--- config.mk ---
export PLATFORM = sky130hd
export DESIGN_NAME = jhb_ctrl
export DESIGN_NICKNAME = d
export VERILOG_FILES = /design/src/rtl/core/jhb_pkg.sv /design/src/rtl/core/jhb_ctrl.sv
export SDC_FILE = /design/constraint.sdc
export NUM_CORES = 1
export LEC_CHECK = 0
export BUFFER_PORTS_ARGS = -buffer_cell sky130_fd_sc_hd__buf_2
export CORE_AREA = 2 2 39 41
export DETAILED_ROUTE_END_ITERATION = 16
export DIE_AREA = 0 0 41 43
export GPL_TIMING_DRIVEN = 0
export PLACE_DENSITY = 0.38
export SYNTH_ARGS = -nofsm -noshare
export SYNTH_HDL_FRONTEND = slang
export SYNTH_SLANG_ARGS = --single-unit
--- constraint.sdc ---
create_clock -name clk -period 1.5 [get_ports clk]
set_clock_uncertainty 0.05 [all_clocks]
set_input_delay 0.15 -clock clk [delete_from_list [all_inputs] [get_ports clk]]
set_output_delay 0.15 -clock clk [all_outputs]
set_load 0.01 [all_outputs]
--- src/rtl/core/jhb_pkg.sv ---
`timescale 1ns / 1ps
`default_nettype none
package jhb_pkg;

  localparam int MAX_BINS    = 64;
  localparam int BIN_W       = $clog2(MAX_BINS);
  localparam int ADDR_W      = 2 * BIN_W;
  localparam int STORE_DEPTH = MAX_BINS * MAX_BINS;
  localparam int COUNT_W     = 32;
  localparam int SAMPLE_W    = 32;
  localparam int BINS_REG_W  = 7;
  localparam int CFG_DATA_W  = 32;
  localparam int CFG_INDEX_W = 3;
  localparam int INDEX_W     = 12;

  typedef enum logic [CFG_INDEX_W-1:0] {
    REG_X_MIN   = 3'd0,
    REG_X_MAX   = 3'd1,
    REG_X_SCALE = 3'd2,
    REG_Y_MIN   = 3'd3,
    REG_Y_MAX   = 3'd4,
    REG_Y_SCALE = 3'd5,
    REG_BINS_X  = 3'd6,
    REG_BINS_Y  = 3'd7
  } cfg_reg_t;

  typedef enum logic [2:0] {
    ST_CLEAR,
    ST_IDLE,
    ST_DIFF,
    ST_MUL,
    ST_BIN,
    ST_INDEX,
    ST_READ,
    ST_UPDATE
  } state_t;

  typedef struct packed {
    logic load_in;
    logic clear;
    logic mem_rd;
    logic update;
  } cmd_t;

  typedef struct packed {
    logic clear_last;
  } status_t;

  // 0 acts as 1, anything above the store's axis size acts as the axis size
  function automatic logic [BINS_REG_W-1:0] clamp_bins(input logic [BINS_REG_W-1:0] b);
    logic [BINS_REG_W-1:0] r;
    r = b;
    if (b == '0) begin
      r = BINS_REG_W'(1);
    end else if (b > BINS_REG_W'(MAX_BINS)) begin
      r = BINS_REG_W'(MAX_BINS);
    end
    return r;
  endfunction

  function automatic logic [BIN_W-1:0] quantize(
    input logic                  at_max,
    input logic                  below_min,
    input logic [SAMPLE_W-1:0]   bin_raw,
    input logic [BINS_REG_W-1:0] nbins
  );
    logic [BINS_REG_W-1:0] top;
    logic [BIN_W-1:0]      r;
    top = nbins - BINS_REG_W'(1);
    if (at_max) begin
      r = top[BIN_W-1:0];
    end else if (below_min) begin
      r = '0;
    end else if (bin_raw >= SAMPLE_W'(nbins)) begin
      r = top[BIN_W-1:0];
    end else begin
      r = bin_raw[BIN_W-1:0];
    end
    return r;
  endfunction

endpackage
`default_nettype wire

--- src/rtl/core/jhb_ctrl.sv ---
`timescale 1ns / 1ps
`default_nettype none
module jhb_ctrl (
  input  wire logic             clk,
  input  wire logic             rst,
  input  wire logic             in_valid,
  output logic                  in_ready,
  output logic                  out_valid,
  input  wire logic             out_ready,
  output jhb_pkg::cmd_t         cmd,
  input  wire jhb_pkg::status_t status
);
  import jhb_pkg::*;

  state_t state;
  state_t state_next;

  always_ff @(posedge clk) begin
    if (rst) begin
      state <= ST_CLEAR;
    end else begin
      state <= state_next;
    end
  end

  always_comb begin
    state_next = state;
    cmd        = '0;
    in_ready   = 1'b0;
    unique case (state)
      ST_CLEAR: begin
        cmd.clear = 1'b1;
        if (status.clear_last) begin
          state_next = ST_IDLE;
        end
      end
      ST_IDLE: begin
        in_ready = 1'b1;
        if (in_valid) begin
          cmd.load_in = 1'b1;
          state_next   = ST_DIFF;
        end
      end
      ST_DIFF:  state_next = ST_MUL;
      ST_MUL:   state_next = ST_BIN;
      ST_BIN:   state_next = ST_INDEX;
      ST_INDEX: state_next = ST_READ;
      ST_READ: begin
        cmd.mem_rd = 1'b1;
        state_next = ST_UPDATE;
      end
      ST_UPDATE: begin
        if (!out_valid || out_ready) begin
          cmd.update = 1'b1;
          state_next = ST_IDLE;
        end
      end
      default: state_next = ST_CLEAR;
    endcase
  end

  always_ff @(posedge clk) begin
    if (rst) begin
      out_valid <= 1'b0;
    end else if (cmd.update) begin
      out_valid <= 1'b1;
    end else if (out_ready) begin
      out_valid <= 1'b0;
    end
  end

endmodule
`default_nettype wire

==> metrics.log, run 1 <==
[metrics] Setup Total Neg Slack: 0 ns
[metrics] data required time of the critical path: around 1.3 ns
[metrics] wire length of the first global-routing pass: ~900 um
[metrics] latest clock arrival within the worst-skew pair: roughly 0.24 ns
[metrics] worst reg2reg path depth: 4
[metrics] area share of the leading cell type in the synthesized netlist: 37.43%
[metrics] detailed placer's ending HPWL: 382.8 um
[metrics] vias in the first global route: 206
[metrics] transition time of the tightest slew-check pin: about 0.24 ns
[metrics] total congestion overflow: 0
[metrics] number of clock sinks: 4
[metrics] root cell of the clock tree: clkbuf_4
[metrics] number of placement rows: 14
[metrics] met1 layer wirelength in the final routing: 234 um
[metrics] number of top-level design ports: 11
[metrics] total CTS buffers: 3
[metrics] share of the cycle needed by the critical path after routing: just over 90%
[metrics] final weighted congestion in routability-driven placement: between 0.7 and 0.8
[metrics] n_diodes: 0
[metrics] critical path class: register to output port
[metrics] total die area: about 1800 sq um
[metrics] Leak Pwr: roughly 0.15 nW
[metrics] placed insts: between 50 and 60
[metrics] total global-route track usage: approximately 8.2%
[metrics] number of antenna violations at the first check in global routing: 0
[metrics] relative slew slack: roughly 84%
[metrics] proportion of synthesized chip area in sequential cells: between 30% and 40%
[metrics] number of routed nets with antenna violations: 0
[metrics] Hold Vio Cnt, Final: 0
[metrics] routed wire length: between 500 and 600 um
[metrics] Synth cell types: 13
[metrics] DRC violations left: 0
[metrics] number of storage elements in the synthesis netlist: 4
[metrics] number of detailed-routing iterations run before antenna repair: 4
[metrics] summed instance area of the synthesized netlist: about 210 sq um
[metrics] number of max-capacitance violations reported: 0
[metrics] Max rail drop VDD: 0.2716 mV
[metrics] Final Util: 22.51%
[metrics] Mapped Nets: 34
[metrics] starting density of the core: roughly 15%
[metrics] routed wire length on met3: between 30 and 40 um
[metrics] achievable clock frequency: roughly 0.74 GHz
[metrics] horizontal die dimension: 41 um
[metrics] leading area contributor after synthesis: dfxtp_1
[metrics] proportion of layout cells with a drive suffix above 1: 40.48%
[metrics] CTS tree: built
[metrics] vias after detailed routing: 236
[metrics] final slew viol count: 0
[metrics] run status: completed
[metrics] startpoint types: register
[metrics] final cell area excluding filler cells: about 310 sq um
[metrics] area added between synthesis and finish: 45.61%
[metrics] Routed WL per cell: 8.914 um
[metrics] worst hold stages: 2
[metrics] class of the tightest hold or removal check: input port to register
[metrics] mean instance size in the synthesized netlist: ~7.4 sq um
[metrics] highest signal layer in the routed design: met4
[metrics] wire length on met2: 228 um
[metrics] number of nets in the finished design: 49
[metrics] maximum level of the CTS H-tree: 1
[metrics] type of element capturing the critical path: output port
[metrics] total of buffers placed on input and output ports: 10
[metrics] WP data arrival: between 1 and 1.5 ns
[metrics] Synth Warn #: 0
[metrics] average via count per standard cell: 4.069
[metrics] largest net degree at the start of global routing: 11
[metrics] buffer levels on the longest clock path: 2
[metrics] post-CTS clock slew at the launch and capture registers of the worst setup and hold paths: ~0.040 ns
[metrics] placed inst area: between 200 and 300 sq um
[metrics] top cells by area, synth: dfxtp_1 (37%), nor3_1 (9.4%), nor2_1 (8.8%)
[metrics] Post-Syn Instances: 29
[metrics] Setup Buffers After CTS: 0
[metrics] Final Instance Count excl. Fillers: 58
[metrics] setup repair after global routing missed its margin: false
[metrics] initial DRC count: 5
[metrics] most common library cell in the layout ignoring fill and taps: buf_2
[metrics] final setup vio count: 0
[metrics] worst-path maximum fanout: 9
[metrics] power density over cell area: a little over 1000 nW/um^2
[metrics] count of filler cells inserted in the layout: 153
[metrics] commonest non-fill, non-tap cells in the layout: buf_2 (12), nor2_1 (5), nor3_1 (4), dfxtp_1 (4)
[metrics] min cycle time layout: 1.360 ns
[metrics] Die Y-Extent: approximately 43 um
[metrics] Core Box Area: 1384 sq um
==> kinds of logic (layout without fill, tap and decap cells) <==
logic type / after synthesis / in the layout / share of synthesized area [%]
buffers and inverters: 3 / 16 / 9.941
AOI/OAI and AO/OA: 3 / 3 / 7.015
and+or+nand+nor: 19 / 19 / 45.62
DFF: 4 / 4 / 37.43
==> report_power, final <==
| part | internal (mW) | switching [mW] | leakage (nW) |
|---|---|---|---|
| logic | 0.0312 | 0.0354 | 0.106 |
| clock network | 0.0898 | 0.0490 | 0.0138 |
| registers | 0.113 | 0.00181 | 0.0327 |
| total | 0.234 | 0.0862 | 0.152 |
==> routing by layer <==
metal | global-route usage (%) | vias to the layer above
met2 | 8.438 | 11
met3 | 4.712 | 2
met1 | 10.86 | 99
met4 | 8.000 | 0
li1 | - | 124
met5 | 0 | -
==> per-stage QoR <==
step | power [mW] | hold slack, ns | worst slack (ns)
floorplan | 0.1597 | 0.1724 | 0.2675
global placement | 0.1826 | 0.3261 | 0.3479
detailed placement | 0.1822 | 0.3249 | 0.3468
CTS | 0.3215 | 0.07677 | 0.08602
global route | 0.3472 | 0.07750 | 0.05966
finish | 0.3204 | 0.07851 | 0.1402
==> Yosys cell counts <==
master   n
and2_1   1
nor3_1   4
nor4_1   1
a21oi_1  3
dfxtp_1  4
nor3b_1  2
nor2b_1  2
nor2_1   5
buf_2    2
or3_1    1
nand3_1  1
buf_6    1
nand2_1  2
==> sequential cells by signal, indices dropped and copies added, names as in the netlist <==
register and flops:
out_valid 1, state 3
==> critical path: stages, from the launching register on <==
cell	delay, ns
dfxtp_1	0.30
buf_2	0.18
nor3b_2	0.19
and2_1	0.14
buf_2	0.12
==> path summary, 6_finish.rpt <==
kind	startpoint	endpoint	slack [ns]
min reg2reg	state[1]	state[1]	0.57
max reg2reg	state[0]	state[0]	0.34
min	rst	out_valid	0.08
max	state[0]	cmd[3]	0.14
==> area by class of cell <==
| class | instances | area, sq um | area share [%] |
|---|---|---|---|
| Multi-Input combinational cell | 22 | 117.6 | 37.75 |
| Sequential cell | 4 | 80.08 | 25.70 |
| Timing Repair Buffer | 10 | 50.05 | 16.06 |
| Clock buffer | 3 | 22.52 | 7.229 |
| Tap cell | 16 | 20.02 | 6.426 |
| Buffer | 3 | 21.27 | 6.827 |
==> timing repair <==
item,CTS,global route
setup endpoints to repair,0,1
hold buffers,0,0
gates resized for setup,0,1
No activity file was read; power rests on OpenSTA's default activity.
==> run 2, diff against run 1 <==
clock period = 1.3 ns   (was 1.5 ns; I/O delays follow)
==> run 2 against run 1 <==
Routed wire length rose by 4.8%. Flip-flop and latch count did not move. Critical path type unchanged. Worst setup slack got worse by 0.10 ns. Sequential share of layout area fell by 0.88 points. Non-clock buffer count rose by 2.
==> metrics.log, run 2 (synthesis results as in run 1) <==
[metrics] starting density of the core: 15.46% (unchanged)
[metrics] routed wire length: 542 um (+4.8%)
[metrics] pre-CTS WS: 0.1468 ns (-0.2000 ns)
[metrics] number of flip-flops in the largest register: 3 (unchanged)
[metrics] share of power burned in the clock network: 39.7% (-3.6 points)
[metrics] number of top-level design ports: 11 (unchanged)
[metrics] part of the power in combinational logic: 24.6% (+3.8 points)
[metrics] number of placement rows: 14 (unchanged)
[metrics] Max stage delay on crit path: 0.31 ns (about the same)
[metrics] achievable clock frequency: approximately 0.79 GHz
[metrics] placed inst area: 284.0 sq um (unchanged)
[metrics] highest signal layer in the routed design: met4
[metrics] critical path class: register to output port
[metrics] total congestion overflow: 0 (unchanged)
[metrics] commonest non-fill, non-tap cells in the layout: buf_2 (11), nor2_1 (4), nor3_1 (4)
[metrics] latest clock arrival within the worst-skew pair: 0.23 ns (about the same)
[metrics] detailed placer's ending HPWL: 382.8 um (unchanged)
[metrics] post-CTS clock slew at the launch and capture registers of the worst setup and hold paths: 0.04 ns (about the same)
[metrics] average via count per standard cell: 4.233 (+4.0%)
[metrics] WP data arrival: 1.08 ns (-0.08 ns)
[metrics] total CTS buffers: 3 (unchanged)
[metrics] number of max-capacitance violations reported: 0 (unchanged)
[metrics] wire length of the first global-routing pass: 883 um (-1.6%)
[metrics] largest net degree at the start of global routing: 11 (unchanged)
[metrics] wire length on met2: 263 um (+15%)
[metrics] root cell of the clock tree: clkbuf_4
[metrics] setup repair after global routing missed its margin: true
[metrics] number of detailed-routing iterations run before antenna repair: 2 (-2)
[metrics] DRC violations left: 0 (unchanged)
[metrics] routed wire length on met3: 40 um (+2.6%)
[metrics] Final Instance Count excl. Fillers: 60 (+3.4%)
[metrics] share of total power in sequential cells: 35.7% (-0.2 points)
[metrics] Crit path buffers/inverters: 2 (unchanged)
[metrics] Routed WL per cell: 9.033 um (+1.3%)
[metrics] vias in the first global route: 201 (-2.4%)
[metrics] number of nets in the finished design: 51 (+4.1%)
[metrics] post-cts hold buffer count: 0 (unchanged)
[metrics] top register by number of flip-flops: state
[metrics] Pint: 0.2867 mW (+22%)
[metrics] total of buffers placed on input and output ports: 10 (unchanged)
[metrics] share of the cycle needed by the critical path after routing: a little over nine tenths
[metrics] Die Y-Extent: 43 um (unchanged)
[metrics] Core Box Area: 1384 sq um (unchanged)
[metrics] class of the tightest hold or removal check: input port to register
[metrics] type of element capturing the critical path: output port
[metrics] vias after detailed routing: 254 (+7.6%)
[metrics] startpoint types: register
[metrics] maximum level of the CTS H-tree: 1 (unchanged)
[metrics] cell type of the slowest stage on the worst timing path: dfxtp_2
[metrics] relative slew slack: 81.94% (-2.2 points)
[metrics] data required time of the critical path: 1.12 ns (-0.18 ns)
[metrics] Hold Vio Cnt, Final: 0 (unchanged)
[metrics] number of antenna violations at the first check in global routing: 0 (unchanged)
[metrics] cell-by-cell listing of the critical path: buf_6, nor3b_4, and2_1, buf_2
[metrics] horizontal die dimension: 41 um (unchanged)
[metrics] number of clock sinks: 4 (unchanged)
[metrics] worst hold margin: 0.06016 ns (-0.01835 ns)
[metrics] CTS tree: built
[metrics] power density over cell area: 1104 nW/um^2 (+7.4%)
[metrics] Max rail drop VDD: 0.3283 mV (+21%)
[metrics] buffer levels on the longest clock path: 2 (unchanged)
[metrics] proportion of layout cells with a drive suffix above 1: 52.27% (+12 points)
[metrics] number of routed nets with antenna violations: 0 (unchanged)
[metrics] worst-path maximum fanout: 5 (-4)
[metrics] Sw Pwr: 0.09743 mW (+13%)
[metrics] family with the most delay on the worst path: flip-flops
[metrics] run status: completed
[metrics] Final Util: 25.14% (+2.6 points)
[metrics] met1 layer wirelength in the final routing: 228 um (-2.6%)
[metrics] final weighted congestion in routability-driven placement: 0.7199 (unchanged)
[metrics] Setup Total Neg Slack: 0 ns (unchanged)
[metrics] share of total power consumed by net switching: 25.36% (-1.5 points)
[metrics] setup slack of the critical path after layout: 0.03543 ns (-0.1048 ns)
[metrics] final slew viol count: 0 (unchanged)
[metrics] min cycle time layout: between 1 and 1.5 ns
[metrics] initial DRC count: 4 (-1)
[metrics] n_diodes: 0 (unchanged)
[metrics] placed insts: 55 (unchanged)
[metrics] total global-route track usage: 8.116% (-0.10 points)
[metrics] final setup vio count: 0 (unchanged)
[metrics] transition time of the tightest slew-check pin: 0.2704 ns (+0.03527 ns)
[metrics] largest registers: state x3, out_valid x1
[metrics] area added between synthesis and finish: 62.57%
[metrics] final cell area excluding filler cells: 347.8 sq um (+12%)
[metrics] most common library cell in the layout ignoring fill and taps: buf_2
[metrics] sum of internal, switching and leakage power: 0.3841 mW (+20%)
[metrics] total die area: 1763 sq um (unchanged)
[metrics] Leak Pwr: 0.1638 nW (+7.7%)
==> run 2: cell type report <==
| class | count | area (sq um) |
|---|---|---|
| clock buffers | 3 | 22.52 |
| repair buffers | 13 | 70.07 |
| multi-input cells | 22 | 126.4 |
| well taps | 16 | 20.02 |
| flip-flops and latches | 4 | 86.33 |
| plain buffers | 2 | 22.52 |
| fillers | 159 | 1036 |
==> run 2: layer usage <==
metal | GRT usage (%) | up-vias
li1 | - | 129
met1 | 10.54 | 112
met2 | 8.438 | 11
met3 | 4.712 | 2
met4 | 8.000 | 0
met5 | 0 | -
==> run 2: path summary, 6_finish.rpt <==
check,start,depth (start not counted),slack [ns],end
worst max register to register,state[0],5,0.06,state[0]
worst min-delay path,rst,2,0.06,out_valid
worst max-delay path,state[1],4,0.04,cmd[3]
worst min register to register,state[2],2,0.52,state[2]
==> run 2: power by group through the flow <==
stage / logic, mW / registers [mW] / clock network, mW
after floorplan: 0.0503 / 0.134 / 0
after global routing: 0.105 / 0.139 / 0.176
final: 0.0946 / 0.137 / 0.152
after global placement: 0.0765 / 0.134 / 0
after detailed placement: 0.0756 / 0.135 / 0
after CTS: 0.0788 / 0.136 / 0.162
==> run 2: what timing repair did <==
item                                    in CTS  in global routing
setup buffers                                0                  2
gates cloned                                 0                  1
endpoints found under the setup margin       1                  2
pin swaps                                    0                  3
gates resized for setup                      4                  5
==> run 3, diff against run 2 <==
SETUP_SLACK_MARGIN = 0.4   (was unset)
==> run 3 against run 2 <==
Via count increased by 12%. First-iteration DRC count unchanged. Global-route usage increased by 2.2 points. Clock power increased by 6%. Critical path depth unchanged. Largest cell class is now non-clock buffers.
==> metrics.log, run 3 (synthesis results as in run 1) <==
[metrics] latest clock arrival within the worst-skew pair: 0.24 ns (about the same)
[metrics] Routed WL per cell: 10.44 um (+16%)
[metrics] cell-by-cell listing of the critical path: buf_6, nor3b_4, and2_1, buf_2
[metrics] number of detailed-routing iterations run before antenna repair: 3 (+1)
[metrics] post-CTS clock slew at the launch and capture registers of the worst setup and hold paths: 0.04 ns (about the same)
[metrics] setup repair after global routing missed its margin: true
[metrics] total of buffers placed on input and output ports: 10 (unchanged)
[metrics] number of clock sinks: 4 (unchanged)
[metrics] final weighted congestion in routability-driven placement: 0.6709 (-6.8%)
[metrics] root cell of the clock tree: clkbuf_4
[metrics] routed wire length: 710 um (+31%)
[metrics] number of antenna violations at the first check in global routing: 0 (unchanged)
[metrics] run status: completed
[metrics] type of element capturing the critical path: output port
[metrics] achievable clock frequency: 0.7806 GHz (-1.3%)
[metrics] transition time of the tightest slew-check pin: 0.1905 ns (-0.07989 ns)
[metrics] CTS tree: built
[metrics] startpoint types: register
[metrics] proportion of layout cells with a drive suffix above 1: 73.08% (+21 points)
[metrics] total global-route track usage: 10.33% (+2.2 points)
[metrics] Max stage delay on crit path: 0.31 ns (about the same)
[metrics] Crit path buffers/inverters: 2 (unchanged)
[metrics] share of the cycle needed by the critical path after routing: 98.54% (+1.3 points)
[metrics] horizontal die dimension: 41 um (unchanged)
[metrics] detailed placer's ending HPWL: 363.1 um (-5.1%)
[metrics] critical path class: register to output port
[metrics] commonest non-fill, non-tap cells in the layout: buf_6 (9), buf_2 (9), buf_4 (5)
[metrics] area added between synthesis and finish: 128.1%
[metrics] placed inst area: 312.8 sq um (+10%)
[metrics] worst-path maximum fanout: 4 (-1)
[metrics] Core Box Area: 1384 sq um (unchanged)
[metrics] Die Y-Extent: 43 um (unchanged)
[metrics] starting density of the core: 15.46% (unchanged)
[metrics] Max rail drop VDD: 0.5153 mV (+57%)
[metrics] Leak Pwr: 0.2147 nW (+31%)
[metrics] top register by number of flip-flops: state
[metrics] vias in the first global route: 300 (+49%)
[metrics] class of the tightest hold or removal check: input port to register
[metrics] Final Util: 35.26% (+10 points)
[metrics] n_diodes: 0 (unchanged)
[metrics] number of routed nets with antenna violations: 0 (unchanged)
[metrics] final setup vio count: 0 (unchanged)
[metrics] family with the most delay on the worst path: simple AND/OR/NAND/NOR gates
[metrics] total congestion overflow: 0 (unchanged)
[metrics] worst hold margin: 0.06435 ns (+0.004193 ns)
[metrics] number of flip-flops in the largest register: 3 (unchanged)
[metrics] number of nets in the finished design: 59 (+16%)
[metrics] total CTS buffers: 3 (unchanged)
[metrics] wire length of the first global-routing pass: 1173 um (+33%)
[metrics] cell type of the slowest stage on the worst timing path: dfxtp_2
[metrics] number of top-level design ports: 11 (unchanged)
[metrics] data required time of the critical path: 1.12 ns (about the same)
[metrics] total die area: 1763 sq um (unchanged)
[metrics] number of max-capacitance violations reported: 0 (unchanged)
[metrics] maximum level of the CTS H-tree: 1 (unchanged)
[metrics] initial DRC count: 4 (unchanged)
[metrics] relative slew slack: 87.19% (+5.3 points)
[metrics] final slew viol count: 0 (unchanged)
[metrics] final cell area excluding filler cells: 488.0 sq um (+40%)
[metrics] average via count per standard cell: 4.176 (-1.3%)
[metrics] setup slack of the critical path after layout: 0.01897 ns (-0.01646 ns)
[metrics] power density over cell area: 894.1 nW/um^2 (-19%)
[metrics] DRC violations left: 0 (unchanged)
[metrics] pre-CTS WS: 0.1923 ns (+0.04553 ns)
[metrics] largest net degree at the start of global routing: 7 (-4)
[metrics] largest registers: state x3, out_valid x1
[metrics] buffer levels on the longest clock path: 2 (unchanged)
[metrics] number of placement rows: 14 (unchanged)
[metrics] vias after detailed routing: 284 (+12%)
[metrics] Hold Vio Cnt, Final: 0 (unchanged)
[metrics] WP data arrival: 1.10 ns (+0.02 ns)
[metrics] r2r setup slk: 0.05 ns (about the same)
[metrics] min cycle time layout: 1.281 ns (+0.01646 ns)
-- run 3: cell types whose count changed in the layout (fill, tap and decap cells not counted), moves of 2 or more --
cell | before | now
nor3_1 | 4 | 2
buf_4 | 2 | 5
buf_6 | 2 | 9
buf_2 | 11 | 9
dfxtp_2 | 2 | 4
-- run 3: layout make-up --
| cell class | instances | area (sq um) |
|---|---|---|
| clock buffer | 3 | 22.52 |
| fill | 144 | 895.9 |
| buffer | 3 | 33.78 |
| tap | 16 | 20.02 |
| timing repair buffer | 20 | 150.1 |
| multi-input combinational | 22 | 176.4 |
| sequential | 4 | 85.08 |
-- run 3: metrics by stage --
step           power, mW  setup TNS [ns]  cells
4_1_cts           0.4201               0     67
2_1_floorplan     0.1929               0     29
3_3_place_gp      0.2187               0     55
3_5_place_dp      0.2188               0     55
5_1_grt           0.4652        -0.08690     68
6_report          0.4363               0     68
-- run 3: repair_timing --
action | in CTS | in global routing
setup buffers | 9 | 1
gates resized for setup | 8 | 10
hold buffers | 0 | 0
setup endpoints to repair | 7 | 9
pin swaps | 5 | 7
-- run 3: final timing paths --
kind / to / cells past startpoint / start
setup / recovery: cmd[3] / 4 / state[2]
hold / removal: state[2] / 2 / rst
setup reg to reg: state[0] / 5 / state[0]
hold reg to reg: out_valid / 3 / out_valid
-- run 3: metal layers --
metal | vias up | track usage, % | routed length, um
met5 | - | 0 | 0
met4 | 0 | 2.000 | 0
met3 | 0 | 7.853 | 49
met2 | 11 | 15.31 | 355
met1 | 128 | 11.54 | 305
li1 | 145 | - | -
-- run 3: power by group --
| group | internal [mW] | switching [mW] | leakage (nW) |
|---|---|---|---|
| Clock | 0.104 | 0.0575 | 0.0138 |
| Sequential | 0.132 | 0.00313 | 0.0343 |
| Combinational | 0.0775 | 0.0624 | 0.167 |
| Total | 0.313 | 0.123 | 0.215 |
